===== src/design/ksd_pkg.sv =====
`timescale 1ns / 1ps
`default_nettype none

package ksd_pkg;

   // scan code set 1 constants
   localparam logic [7:0] PREFIX_BYTE = 8'hE0;
   localparam logic [7:0] EXT_UP      = 8'h48;
   localparam logic [7:0] EXT_DOWN    = 8'h50;
   localparam logic [6:0] LSHIFT_CODE = 7'h2A;
   localparam logic [6:0] RSHIFT_CODE = 7'h36;
   localparam int         TABLE_LEN   = 59;

   typedef enum logic [1:0] {
      KEY_CHAR = 2'd0,
      KEY_UP   = 2'd1,
      KEY_DN   = 2'd2
   } key_class_type;

   // result of decoding one scan byte against the current flags
   typedef struct packed {
      logic          emit;
      key_class_type key_class;
      logic [6:0]    char_code;
      logic          shift_next;
      logic          prefix_next;
   } decode_type;

   localparam logic [6:0] PLAIN_TAB [0:TABLE_LEN-1] = '{
      7'h00, 7'h00, 7'h31, 7'h32, 7'h33, 7'h34, 7'h35, 7'h36, 7'h37, 7'h38, 7'h39, 7'h30,
      7'h2D, 7'h3D, 7'h08, 7'h00, 7'h71, 7'h77, 7'h65, 7'h72, 7'h74, 7'h79, 7'h75, 7'h69,
      7'h6F, 7'h70, 7'h5B, 7'h5D, 7'h0A, 7'h00, 7'h61, 7'h73, 7'h64, 7'h66, 7'h67, 7'h68,
      7'h6A, 7'h6B, 7'h6C, 7'h3B, 7'h27, 7'h60, 7'h00, 7'h5C, 7'h7A, 7'h78, 7'h63, 7'h76,
      7'h62, 7'h6E, 7'h6D, 7'h2C, 7'h2E, 7'h2F, 7'h00, 7'h2A, 7'h00, 7'h20, 7'h00
   };

   localparam logic [6:0] UPPER_TAB [0:TABLE_LEN-1] = '{
      7'h00, 7'h00, 7'h21, 7'h40, 7'h23, 7'h24, 7'h25, 7'h5E, 7'h26, 7'h2A, 7'h28, 7'h29,
      7'h5F, 7'h2B, 7'h08, 7'h00, 7'h51, 7'h57, 7'h45, 7'h52, 7'h54, 7'h59, 7'h55, 7'h49,
      7'h4F, 7'h50, 7'h7B, 7'h7D, 7'h0A, 7'h00, 7'h41, 7'h53, 7'h44, 7'h46, 7'h47, 7'h48,
      7'h4A, 7'h4B, 7'h4C, 7'h3A, 7'h22, 7'h7E, 7'h00, 7'h7C, 7'h5A, 7'h58, 7'h43, 7'h56,
      7'h42, 7'h4E, 7'h4D, 7'h3C, 7'h3E, 7'h3F, 7'h00, 7'h2A, 7'h00, 7'h20, 7'h00
   };

   function automatic decode_type decode(input logic [7:0] scan, input logic shift,
                                         input logic prefix);
      decode_type d;
      logic [5:0] idx;
      logic [6:0] ch;
      logic       in_table;
      d.emit        = 1'b0;
      d.key_class   = KEY_CHAR;
      d.char_code   = 7'd0;
      d.shift_next  = shift;
      d.prefix_next = 1'b0;
      in_table      = (scan < 8'(TABLE_LEN));
      idx           = in_table ? scan[5:0] : 6'd0;
      ch            = shift ? UPPER_TAB[idx] : PLAIN_TAB[idx];
      if (prefix) begin
         // byte after the prefix is always an extended key
         if (scan == EXT_UP) begin
            d.emit      = 1'b1;
            d.key_class = KEY_UP;
         end else if (scan == EXT_DOWN) begin
            d.emit      = 1'b1;
            d.key_class = KEY_DN;
         end
      end else if (scan == PREFIX_BYTE) begin
         d.prefix_next = 1'b1;
      end else if (scan[7]) begin
         // break code, releases shift for either shift key
         if (scan[6:0] == LSHIFT_CODE || scan[6:0] == RSHIFT_CODE) begin
            d.shift_next = 1'b0;
         end
      end else if (scan[6:0] == LSHIFT_CODE || scan[6:0] == RSHIFT_CODE) begin
         d.shift_next = 1'b1;
      end else if (in_table && ch != 7'd0) begin
         d.emit      = 1'b1;
         d.char_code = ch;
      end
      return d;
   endfunction

endpackage

`default_nettype wire


===== src/design/keyboard_scancode_decoder_core.sv =====
// path: an accepted request is captured in the input register, decoded, and written to
//    the response register; rsp_valid rises when the held byte retires, which rsp_stall can hold back
// throughput: one scan byte per cycle while rsp_stall does not hold back a response, set
//    by the single decode stage between the input register and the response register
// reset: synchronous, active high; clears both valid flags, the shift flag and the
//    extended prefix flag
`timescale 1ns / 1ps
`default_nettype none

module keyboard_scancode_decoder_core (
   input  wire logic       clock,
   input  wire logic       reset,
   input  wire logic       req_valid,
   output logic            req_stall,
   input  wire logic [7:0] req_scan_byte,
   output logic            rsp_valid,
   input  wire logic       rsp_stall,
   output logic [1:0]      rsp_key_class,
   output logic [6:0]      rsp_char_code
);

   logic                   in_valid_ff;
   logic [7:0]             in_scan_ff;
   logic                   shift_ff, shift_in;
   logic                   prefix_ff, prefix_in;
   logic                   rsp_valid_ff;
   ksd_pkg::key_class_type rsp_class_ff;
   logic [6:0]             rsp_char_ff;
   ksd_pkg::decode_type    dec;
   logic                   in_move;

   // decode the held byte against the current flags
   always_comb begin
      dec = ksd_pkg::decode(in_scan_ff, shift_ff, prefix_ff);
   end

   // held byte retires when it has no response or the response register is free
   assign in_move   = in_valid_ff && (!dec.emit || !rsp_valid_ff || !rsp_stall);
   assign req_stall = in_valid_ff && !in_move;
   assign shift_in  = in_move ? dec.shift_next : shift_ff;
   assign prefix_in = in_move ? dec.prefix_next : prefix_ff;

   // input register
   always_ff @(posedge clock) begin
      if (reset) begin
         in_valid_ff <= 1'b0;
      end else if (req_valid && !req_stall) begin
         in_valid_ff <= 1'b1;
      end else if (in_move) begin
         in_valid_ff <= 1'b0;
      end
   end

   always_ff @(posedge clock) begin
      if (req_valid && !req_stall) begin
         in_scan_ff <= req_scan_byte;
      end
   end

   // decoder flags
   always_ff @(posedge clock) begin
      if (reset) begin
         shift_ff  <= 1'b0;
         prefix_ff <= 1'b0;
      end else begin
         shift_ff  <= shift_in;
         prefix_ff <= prefix_in;
      end
   end

   // response register
   always_ff @(posedge clock) begin
      if (reset) begin
         rsp_valid_ff <= 1'b0;
      end else if (in_move && dec.emit) begin
         rsp_valid_ff <= 1'b1;
      end else if (!rsp_stall) begin
         rsp_valid_ff <= 1'b0;
      end
   end

   always_ff @(posedge clock) begin
      if (in_move && dec.emit) begin
         rsp_class_ff <= dec.key_class;
         rsp_char_ff  <= dec.char_code;
      end
   end

   assign rsp_valid     = rsp_valid_ff;
   assign rsp_key_class = rsp_class_ff;
   assign rsp_char_code = rsp_char_ff;

`ifndef SYNTHESIS
   // arrow responses carry no character
   a_arrow_no_char: assert property (@(posedge clock) disable iff (reset)
      rsp_valid_ff && rsp_class_ff != ksd_pkg::KEY_CHAR |-> rsp_char_ff == 7'd0)
      else $error("arrow response with nonzero character");

   // character responses never carry a table hole
   a_char_nonzero: assert property (@(posedge clock) disable iff (reset)
      rsp_valid_ff && rsp_class_ff == ksd_pkg::KEY_CHAR |-> rsp_char_ff != 7'd0)
      else $error("character response with zero code");

   // a prefix byte retired outside a prefix arms the prefix flag
   a_prefix_arm: assert property (@(posedge clock) disable iff (reset)
      in_move && !prefix_ff && in_scan_ff == ksd_pkg::PREFIX_BYTE |=> prefix_ff)
      else $error("prefix byte did not arm the prefix flag");

   // the prefix flag lasts for exactly one retired byte
   a_prefix_once: assert property (@(posedge clock) disable iff (reset)
      in_move && prefix_ff |=> !prefix_ff)
      else $error("prefix flag survived the following byte");

   // stall only while a byte is held that cannot retire
   a_stall_held: assert property (@(posedge clock) disable iff (reset)
      req_stall |-> in_valid_ff && dec.emit && rsp_valid_ff && rsp_stall)
      else $error("request stalled without a blocked transaction");
`endif

endmodule

`default_nettype wire

===== config.mk =====
export PLATFORM = sky130hd
export DESIGN_NAME = keyboard_scancode_decoder_core
export DESIGN_NICKNAME = d
export VERILOG_FILES = /design/src/design/ksd_pkg.sv /design/src/design/keyboard_scancode_decoder_core.sv
export SDC_FILE = /design/constraint.sdc
export NUM_CORES = 1
export LEC_CHECK = 0
export BUFFER_PORTS_ARGS = -buffer_cell sky130_fd_sc_hd__buf_4
export CAP_MARGIN = 20
export CORE_AREA = 2 2 70 72
export DETAILED_ROUTE_END_ITERATION = 10
export DIE_AREA = 0 0 72 74
export GPL_TIMING_DRIVEN = 0
export PLACE_DENSITY = 0.76
export SLEW_MARGIN = 20
export SYNTH_ARGS = -nofsm -noshare
export SYNTH_HDL_FRONTEND = slang
export SYNTH_SLANG_ARGS = --single-unit

===== constraint.sdc =====
create_clock -name clock -period 3.44 [get_ports clock]
set_clock_uncertainty 0.1 [all_clocks]
set_input_delay 0.344 -clock clock [delete_from_list [all_inputs] [get_ports clock]]
set_output_delay 0.344 -clock clock [all_outputs]
set_load 0.005 [all_outputs]

==> results of run 1 <==
worst register-to-register path: cells and delay by family, from the launching register on:
family | cells | cell delay (ps)
buffers and inverters | 3 | 520
AOI/OAI and AO/OA | 8 | 1480
DFF | 1 | 420
adders and majority gates | 1 | 230
and+or+nand+nor | 3 | 590
logic make-up after synthesis:
group / after synthesis / synth area share (%)
compound gates: 100 / 30.11
xor+xnor: 1 / 0.3699
fa+ha+maj: 13 / 6.868
buf+inv: 37 / 8.610
flops: 21 / 24.93
mux: 6 / 2.905
simple gates: 112 / 26.20
layer usage:
metal	GRT usage, %	part of all wire, %	up-vias
li1	-	-	1190
met2	51.23	44	239
met4	12.79	5.5	0
met5	0	0	-
met3	10.03	13	60
met1	43.17	38	1282
flip-flops by register name, indices dropped and copies added, names as in the netlist:
name and flops:
rsp_char_code 7, rsp_valid 1, rsp_key_class 2, in_scan_ff 8
in_valid_ff 1, shift_ff 1, prefix_ff 1
area by class of cell:
class,instances,share of cell area (%)
sequential,21,19.38
multi-input combinational,232,58.66
clock buffer,4,1.478
tap,54,2.217
inverter,14,1.847
buffer,20,4.434
timing repair buffer,47,11.99
power breakdown:
part	internal [W]	leakage, nW	switching [W]
Sequential	0.000283	0.198	0.00000492
Combinational	0.000117	0.912	0.000166
Clock	0.0000824	0.0228	0.0000789
Total	0.000483	1.13	0.000249
cells in the mapped netlist, types with 2 or more instances:
cell / count
sky130_fd_sc_hd__a21oi_1: 25
sky130_fd_sc_hd__nand2_1: 25
sky130_fd_sc_hd__nor2_1: 25
sky130_fd_sc_hd__edfxtp_1: 17
sky130_fd_sc_hd__ha_1: 13
sky130_fd_sc_hd__o21ai_0: 13
sky130_fd_sc_hd__inv_1: 12
sky130_fd_sc_hd__nand2b_1: 9
sky130_fd_sc_hd__nand3_1: 8
sky130_fd_sc_hd__nor3_1: 8
sky130_fd_sc_hd__buf_2: 7
sky130_fd_sc_hd__buf_4: 7
sky130_fd_sc_hd__and2_1: 6
sky130_fd_sc_hd__o22ai_1: 6
sky130_fd_sc_hd__a31oi_1: 5
sky130_fd_sc_hd__clkbuf_1: 5
sky130_fd_sc_hd__a2111oi_0: 4
sky130_fd_sc_hd__buf_6: 4
sky130_fd_sc_hd__dfxtp_1: 4
sky130_fd_sc_hd__nand4_1: 4
sky130_fd_sc_hd__nor3b_2: 4
sky130_fd_sc_hd__o32a_1: 4
sky130_fd_sc_hd__a311oi_1: 3
sky130_fd_sc_hd__mux2_2: 3
sky130_fd_sc_hd__a211oi_1: 2
sky130_fd_sc_hd__a21o_1: 2
sky130_fd_sc_hd__a22oi_1: 2
sky130_fd_sc_hd__a32oi_1: 2
sky130_fd_sc_hd__and3_1: 2
sky130_fd_sc_hd__and4_1: 2
sky130_fd_sc_hd__inv_2: 2
sky130_fd_sc_hd__mux2i_1: 2
sky130_fd_sc_hd__nand2_2: 2
sky130_fd_sc_hd__nor2b_1: 2
sky130_fd_sc_hd__nor3b_1: 2
sky130_fd_sc_hd__o2111ai_1: 2
sky130_fd_sc_hd__o211ai_1: 2
sky130_fd_sc_hd__o21ai_1: 2
sky130_fd_sc_hd__o221ai_1: 2
sky130_fd_sc_hd__o311a_1: 2
sky130_fd_sc_hd__o31a_1: 2
sky130_fd_sc_hd__o31ai_1: 2
sky130_fd_sc_hd__or2_2: 2
sky130_fd_sc_hd__or3_1: 2
cells in the final DEF, fill, tap and decap left out, types with 3 or more instances in the layout:
cell / n
sky130_fd_sc_hd__buf_4: 52
sky130_fd_sc_hd__nor2_1: 25
sky130_fd_sc_hd__nand2_1: 22
sky130_fd_sc_hd__a21oi_1: 22
sky130_fd_sc_hd__edfxtp_1: 17
sky130_fd_sc_hd__inv_1: 10
sky130_fd_sc_hd__o21ai_0: 10
sky130_fd_sc_hd__nand2b_1: 9
sky130_fd_sc_hd__nor3_1: 8
sky130_fd_sc_hd__nand3_1: 8
sky130_fd_sc_hd__ha_1: 7
sky130_fd_sc_hd__ha_4: 6
sky130_fd_sc_hd__clkbuf_1: 5
sky130_fd_sc_hd__nand2_2: 5
sky130_fd_sc_hd__buf_2: 5
sky130_fd_sc_hd__a31oi_1: 5
sky130_fd_sc_hd__o22ai_1: 5
sky130_fd_sc_hd__buf_6: 4
sky130_fd_sc_hd__nor3b_2: 4
sky130_fd_sc_hd__o32a_1: 4
sky130_fd_sc_hd__o21ai_1: 4
sky130_fd_sc_hd__and2_1: 4
sky130_fd_sc_hd__nand4_1: 4
sky130_fd_sc_hd__dfxtp_1: 4
sky130_fd_sc_hd__inv_2: 3
sky130_fd_sc_hd__a21oi_4: 3
sky130_fd_sc_hd__mux2_2: 3
sky130_fd_sc_hd__a311oi_1: 3
sky130_fd_sc_hd__clkbuf_8: 3
worst max path at each step:
stage,endpoint,slack [ps],start,cells past startpoint
after global routing,req_stall,-430,in_scan_ff[1]$_DFFE_PP_,15
after floorplan,in_scan_ff[0]$_DFFE_PP_,30,in_scan_ff[7]$_DFFE_PP_,15
after CTS,req_stall,-240,in_scan_ff[2]$_DFFE_PP_,15
after global placement,rsp_char_code[1]$_SDFFCE_PP0P_,-810,in_scan_ff[6]$_DFFE_PP_,13
after detailed placement,rsp_char_code[1]$_SDFFCE_PP0P_,-720,in_scan_ff[6]$_DFFE_PP_,13
final,req_stall,-340,in_scan_ff[2]$_DFFE_PP_,15
timing repair:
item,CTS,global route
buffers inserted,18,8
resized for setup,33,11
endpoints found under the setup margin,24,21
pin swaps,11,15
through the flow:
stage / cell area, um2 / hold WS [ps] / util (%) / setup WS, ps
final: 3048 / 160.8 / 66.29 / -339.2
after global routing: 3048 / 147.1 / 66.29 / -429.6
after CTS: 2959 / 156.4 / 64.35 / -236.5
after detailed placement: 2641 / 423.5 / 57.44 / -724.7
after global placement: 2641 / 416.0 / 57.44 / -807.2
after floorplan: 2409 / 313.1 / - / 30.37
==> flow_metrics.env, run 1 <==
export IMPL_cts_hold_buffers_added=0
export IMPL_startpoint_type="flop"
export IMPL_register_area_um2=590.6
export IMPL_power_ir_vdd_worst_mv=0.2993
export IMPL_flow_area_growth_from_synthesis_pct=28.68
export IMPL_multi_input_comb_area_mm2=0.001788
export IMPL_antenna_found_initial=0
export IMPL_postSynthAreaPerCell_um2=8.167
export IMPL_critical_path_cell_list="buf_6, a21o_1, a21oi_4, and2_4, clkinvlp_4, ha_4, and2_4, o211a_1, o21ai_2, a221o_1, a21oi_2, nand4b_4, o31ai_4, nor2_1, buf_4"
export IMPL_synth_enable_flop_cells=17
export IMPL_total_leakage_power_nw=1.133
export IMPL_drive_gt1_share_pct=34.91
export IMPL_synth_area_leader_cell="sky130_fd_sc_hd__edfxtp_1"
export IMPL_clk_path_buf_depth=2
export IMPL_rsz_0062_raised_after_global_routing="yes"
export IMPL_die_area_mm2=0.005328
export IMPL_max_stage_delay_ps=420
export IMPL_drt_pass1_iter_count=6
export IMPL_highest_clock_frequency_the_design_can_meet_mhz=264.6
export IMPL_run_status="complete, but fails checks"
export IMPL_setup_reg_to_reg_worst_slack_ps=-190
export IMPL_first_global_vias=2526
export IMPL_die_width_um=72
export IMPL_routed_via_count=2771
export IMPL_gpl_final_weighted_congestion=1.044
export IMPL_global_route_usage_total_pct=32.89
export IMPL_estimated_wirelength_of_the_detail_placed_design_mm=5.975
export IMPL_worst_hold_endpoint="in_scan_ff[3]$_DFFE_PP_"
export IMPL_total_power_w=0.0007320
export IMPL_clock_sinks=21
export IMPL_worstMarginPinSlew_ps=584.5
export IMPL_hp_class="in -> reg"
export IMPL_cts_tree="done"
export IMPL_antenna_violating_nets_post_route=0
export IMPL_critical_path_class="reg -> out"
export IMPL_synthDominantCellAreaShare_pct=21.55
export IMPL_drc_errors=0
export IMPL_fin_setup_tns_ps=-3546
export IMPL_highest_fanout_seen_on_the_critical_path=5
export IMPL_synth_ff_latch_count=21
export IMPL_yosys_cell_types_count=73
export IMPL_die_h_um=74
export IMPL_row_count=25
export IMPL_pin_count_of_the_biggest_net_entering_global_routing=12
export IMPL_tritoncts_num_buffers=3
export IMPL_share_of_the_clock_period_used_by_the_worst_path_after_layout_pct=109.9
export IMPL_layout_filler_cells=383
export IMPL_cp_data_arrival_time_ps=3340
export IMPL_drt_wirelength_per_cell_um=22.64
export IMPL_worst_r2r_cell_count=15
export IMPL_failed_checks="negative setup slack"
export IMPL_number_of_setup_violations_in_the_final_report=18
export IMPL_routed_wl_mm=8.873
export IMPL_timing_slew_headroom_pct=60.54
export IMPL_hold_path_depth=1
export IMPL_crit_path_top_delay_cell="sky130_fd_sc_hd__edfxtp_1"
export IMPL_insertion_delay_ps=260
export IMPL_place_port_buffers=22
export IMPL_synthesis_area_mm2=0.002369
export IMPL_synth_top_cells_by_area="sky130_fd_sc_hd__edfxtp_1 (22%), sky130_fd_sc_hd__ha_1 (6.9%), sky130_fd_sc_hd__a21oi_1 (5.3%), sky130_fd_sc_hd__nand2_1 (4.0%), sky130_fd_sc_hd__nor2_1 (4.0%)"
export IMPL_power_density_mw_per_mm2=240.2
export IMPL_synth_cells=290
export IMPL_vias_per_cell=7.069
export IMPL_ios=23
export IMPL_required_ps=3000
export IMPL_n_antenna_cell=0
export IMPL_fp_coreArea_mm2=0.004598
export IMPL_critical_path_top_delay_family="compound AO/OA/AOI/OAI gates"
export IMPL_synthArstFlopShare_pct=0
export IMPL_cts_htree_levels=1
export IMPL_dominant_register_cell_in_the_synthesized_netlist="sky130_fd_sc_hd__edfxtp_1"
export IMPL_finalWorstSetupSlack_ps=-339.2
export IMPL_wire_length_of_the_first_global_routing_pass_mm=13.39
export IMPL_placed_cells=366
export IMPL_rr_startpoint="in_scan_ff[2]$_DFFE_PP_"
export IMPL_clkTransAtPathRegs_ps=70
export IMPL_critical_path_most_common_cell="sky130_fd_sc_hd__and2_4"
export IMPL_slew_violations=0
export IMPL_timing_critical_path_buf_inv=3
export IMPL_synthesized_net_count=315
export IMPL_initial_utilization_pct=51.51
export IMPL_timing_rr_end="in_scan_ff[0]$_DFFE_PP_"
export IMPL_ctsRootBufferMaster="sky130_fd_sc_hd__clkbuf_8"
export IMPL_final_report_hold_violation_count=0
export IMPL_finalCriticalPeriod_ps=3779
export IMPL_final_nets=364
export IMPL_sequential_element_share_of_the_synthesized_area_pct=24.93
export IMPL_grt_ovfl_total=0
export IMPL_detail_route_iter0_violations=533
export IMPL_crit_path_end_kind="output port"
export IMPL_yosys_warnings=0
export IMPL_instances_no_fill=392
export IMPL_max_cap_viol_count=0
export IMPL_hold_path_startpoint="req_scan_byte[3]"
Power figures use the tool's default switching activity.
==> run 2: changes to the inputs <==
- CAP_MARGIN: 20 -> unset
- CORE_AREA: 2 2 70 72 -> 2 2 80 82
- DIE_AREA: 0 0 72 74 -> 0 0 82 84
- PLACE_DENSITY: 0.76 -> 0.61
- SETUP_SLACK_MARGIN: unset -> 0.4
==> run 2 against run 1 <==
The flow still finishes with violations (negative setup slack). Critical path depth up 1. Largest power group is now combinational cells. Flip-flop and latch count unchanged. Critical path type unchanged. Combinational power up 4%.
==> flow_metrics.env, run 2 (synthesis gave the netlist of run 1 again) <==
export IMPL_run_status="complete, but fails checks"
export IMPL_failed_checks="negative setup slack"
export IMPL_antenna_violating_nets_post_route=0
export IMPL_regMostFlops="in_scan_ff"
export IMPL_required_ps=3000
export IMPL_global_route_usage_total_pct=25.92
export IMPL_fin_setup_tns_ps=-3243
export IMPL_power_density_mw_per_mm2=238.0
export IMPL_die_width_um=82
export IMPL_gpl_final_weighted_congestion=1.007
export IMPL_worstMarginPinSlew_ps=693.3
export IMPL_dp_slack_ps=-454.2
export IMPL_total_leakage_power_nw=1.175
export IMPL_highest_clock_frequency_the_design_can_meet_mhz=267.8
export IMPL_timing_rr_end="rsp_char_code[4]$_SDFFCE_PP0P_"
export IMPL_max_cap_viol_count=0
export IMPL_hold_path_startpoint="req_scan_byte[7]"
export IMPL_rsz_0062_raised_after_global_routing="yes"
export IMPL_clock_sinks=21
export IMPL_timing_slew_headroom_pct=53.29
export IMPL_cts_tree="done"
export IMPL_tritoncts_num_buffers=3
export IMPL_routed_wl_mm=8.784
export IMPL_crit_path_end_kind="output port"
export IMPL_cp_data_arrival_time_ps=3290
export IMPL_row_count=29
export IMPL_detail_route_iter0_violations=479
export IMPL_critical_path_cell_list="buf_6, or2_1, buf_6, a21oi_4, and2_4, inv_6, ha_4, mux2_4, a21oi_4, a2111oi_2, o21ai_1, a22o_1, nand2_2, o31ai_4, nor2_1, buf_4"
export IMPL_startpoint_type="flop"
export IMPL_non_filler_cell_area_final_mm2=0.003139
export IMPL_initial_utilization_pct=38.85
export IMPL_routed_via_count=2687
export IMPL_commonest_cells_after_routing_fill_and_taps_aside="sky130_fd_sc_hd__buf_4 (50), sky130_fd_sc_hd__nor2_1 (24), sky130_fd_sc_hd__nand2_1 (22), sky130_fd_sc_hd__a21oi_1 (21), sky130_fd_sc_hd__edfxtp_1 (17)"
export IMPL_placed_cells=389
export IMPL_pin_count_of_the_biggest_net_entering_global_routing=13
export IMPL_finalWorstSetupSlack_ps=-294.1
export IMPL_worst_hold_endpoint="in_scan_ff[7]$_DFFE_PP_"
export IMPL_worst_r2r_cell_count=18
export IMPL_ctsRootBufferMaster="sky130_fd_sc_hd__clkbuf_8"
export IMPL_hp_class="in -> reg"
export IMPL_final_report_hold_violation_count=0
export IMPL_cts_hold_buffers_added=0
export IMPL_hold_path_depth=1
export IMPL_grt_ovfl_total=0
export IMPL_die_area_mm2=0.006888
export IMPL_share_of_the_clock_period_used_by_the_worst_path_after_layout_pct=108.6
export IMPL_critical_path_class="reg -> out"
export IMPL_drc_errors=0
export IMPL_drt_wirelength_per_cell_um=21.01
export IMPL_crit_path_top_delay_cell="sky130_fd_sc_hd__edfxtp_1"
export IMPL_instances_no_fill=418
export IMPL_placement_cell_area_mm2=0.002759
export IMPL_max_stage_delay_ps=380
export IMPL_most_common_cell_after_layout_fill_and_taps_aside="sky130_fd_sc_hd__buf_4"
export IMPL_cts_htree_levels=1
export IMPL_number_of_setup_violations_in_the_final_report=19
export IMPL_wire_length_of_the_first_global_routing_pass_mm=13.80
export IMPL_highest_fanout_seen_on_the_critical_path=5
export IMPL_flow_area_growth_from_synthesis_pct=32.54
export IMPL_place_port_buffers=22
export IMPL_setup_reg_to_reg_worst_slack_ps=-180
export IMPL_layout_filler_cells=578
export IMPL_rr_startpoint="in_scan_ff[6]$_DFFE_PP_"
export IMPL_finalCriticalPeriod_ps=3734
export IMPL_insertion_delay_ps=260
export IMPL_estimated_wirelength_of_the_detail_placed_design_mm=6.092
export IMPL_power_ir_vdd_worst_mv=0.2282
export IMPL_antenna_found_initial=0
export IMPL_largest_register_ffs=8
export IMPL_multi_input_comb_area_mm2=0.001795
export IMPL_n_antenna_cell=0
export IMPL_drt_pass1_iter_count=6
export IMPL_final_nets=367
export IMPL_vias_per_cell=6.428
export IMPL_clkTransAtPathRegs_ps=80
export IMPL_fp_coreArea_mm2=0.006096
export IMPL_die_h_um=84
export IMPL_slew_violations=0
export IMPL_ios=23
export IMPL_drive_gt1_share_pct=36.07
export IMPL_first_global_vias=2613
export IMPL_register_area_um2=590.6
export IMPL_clk_path_buf_depth=2
## run 2: cell types whose count changed in the layout (fill, tap and decap cells not counted), moves of 2 or more
cell	before	now
sky130_fd_sc_hd__buf_6	4	8
sky130_fd_sc_hd__nand2_4	0	2
sky130_fd_sc_hd__buf_4	52	50
sky130_fd_sc_hd__nand2_2	5	3
sky130_fd_sc_hd__a311oi_1	3	1
sky130_fd_sc_hd__a311oi_2	0	2
## run 2: layout make-up
cell class | instances | area share, %
multi-input cells | 232 | 57.19
flip-flops and latches | 21 | 18.81
clock buffers | 3 | 1.315
clock inverters | 1 | 0.1594
plain buffers | 23 | 5.381
repair buffers | 47 | 12.16
inverters | 14 | 1.913
well taps | 77 | 3.069
## run 2: where the power goes
| group | internal, W | switching, W |
|---|---|---|
| clock | 0.0000807 | 0.0000826 |
| sequential | 0.000283 | 0.00000622 |
| combinational | 0.000128 | 0.000167 |
| total | 0.000491 | 0.000256 |
## run 2: stage by stage
step / utilization (%) / hold slack [ps] / total power [W]
final: 51.50 / 153.6 / 0.0007472
after global routing: 51.50 / 140.7 / 0.0007763
after CTS: 49.67 / 149.4 / 0.0007223
after detailed placement: 45.26 / 423.3 / 0.0005293
after global placement: 45.26 / 422.6 / 0.0005332
after floorplan: - / 313.1 / 0.0004625
## run 2: worst max-delay path by stage
stage                                       start                             end  slack, ps  depth (start not counted)
final                     in_scan_ff[6]$_DFFE_PP_                       req_stall       -290                         16
after global placement    in_scan_ff[6]$_DFFE_PP_         in_scan_ff[0]$_DFFE_PP_       -470                         14
after global routing      in_scan_ff[6]$_DFFE_PP_                       req_stall       -400                         16
after detailed placement  in_scan_ff[6]$_DFFE_PP_         in_scan_ff[0]$_DFFE_PP_       -450                         14
after CTS                 in_scan_ff[6]$_DFFE_PP_                       req_stall       -250                         16
after floorplan           in_scan_ff[7]$_DFFE_PP_  rsp_char_code[0]$_SDFFCE_PP0P_        130                         13
## run 2: worst max-delay path: cells and delay by family, from the launching register on
family | cells | cell delay (ps)
mux | 1 | 310
buf+inv | 4 | 440
simple gates | 4 | 630
compound gates | 6 | 1100
fa+ha+maj | 1 | 180
flops | 1 | 380
## run 2: routing by layer
layer | GRT usage, % | vias to the layer above | part of all wire, %
li1 | - | 1195 | -
met1 | 34.88 | 1245 | 39
met2 | 38.95 | 198 | 45
met3 | 5.303 | 49 | 10
met4 | 12.58 | 0 | 5.8
met5 | 0 | - | 0
## run 2: what timing repair did
item	in CTS	in global routing
resized for setup	15	12
setup endpoints to repair	27	26
cloned	0	0
pin swaps	17	13
buffers inserted	18	7
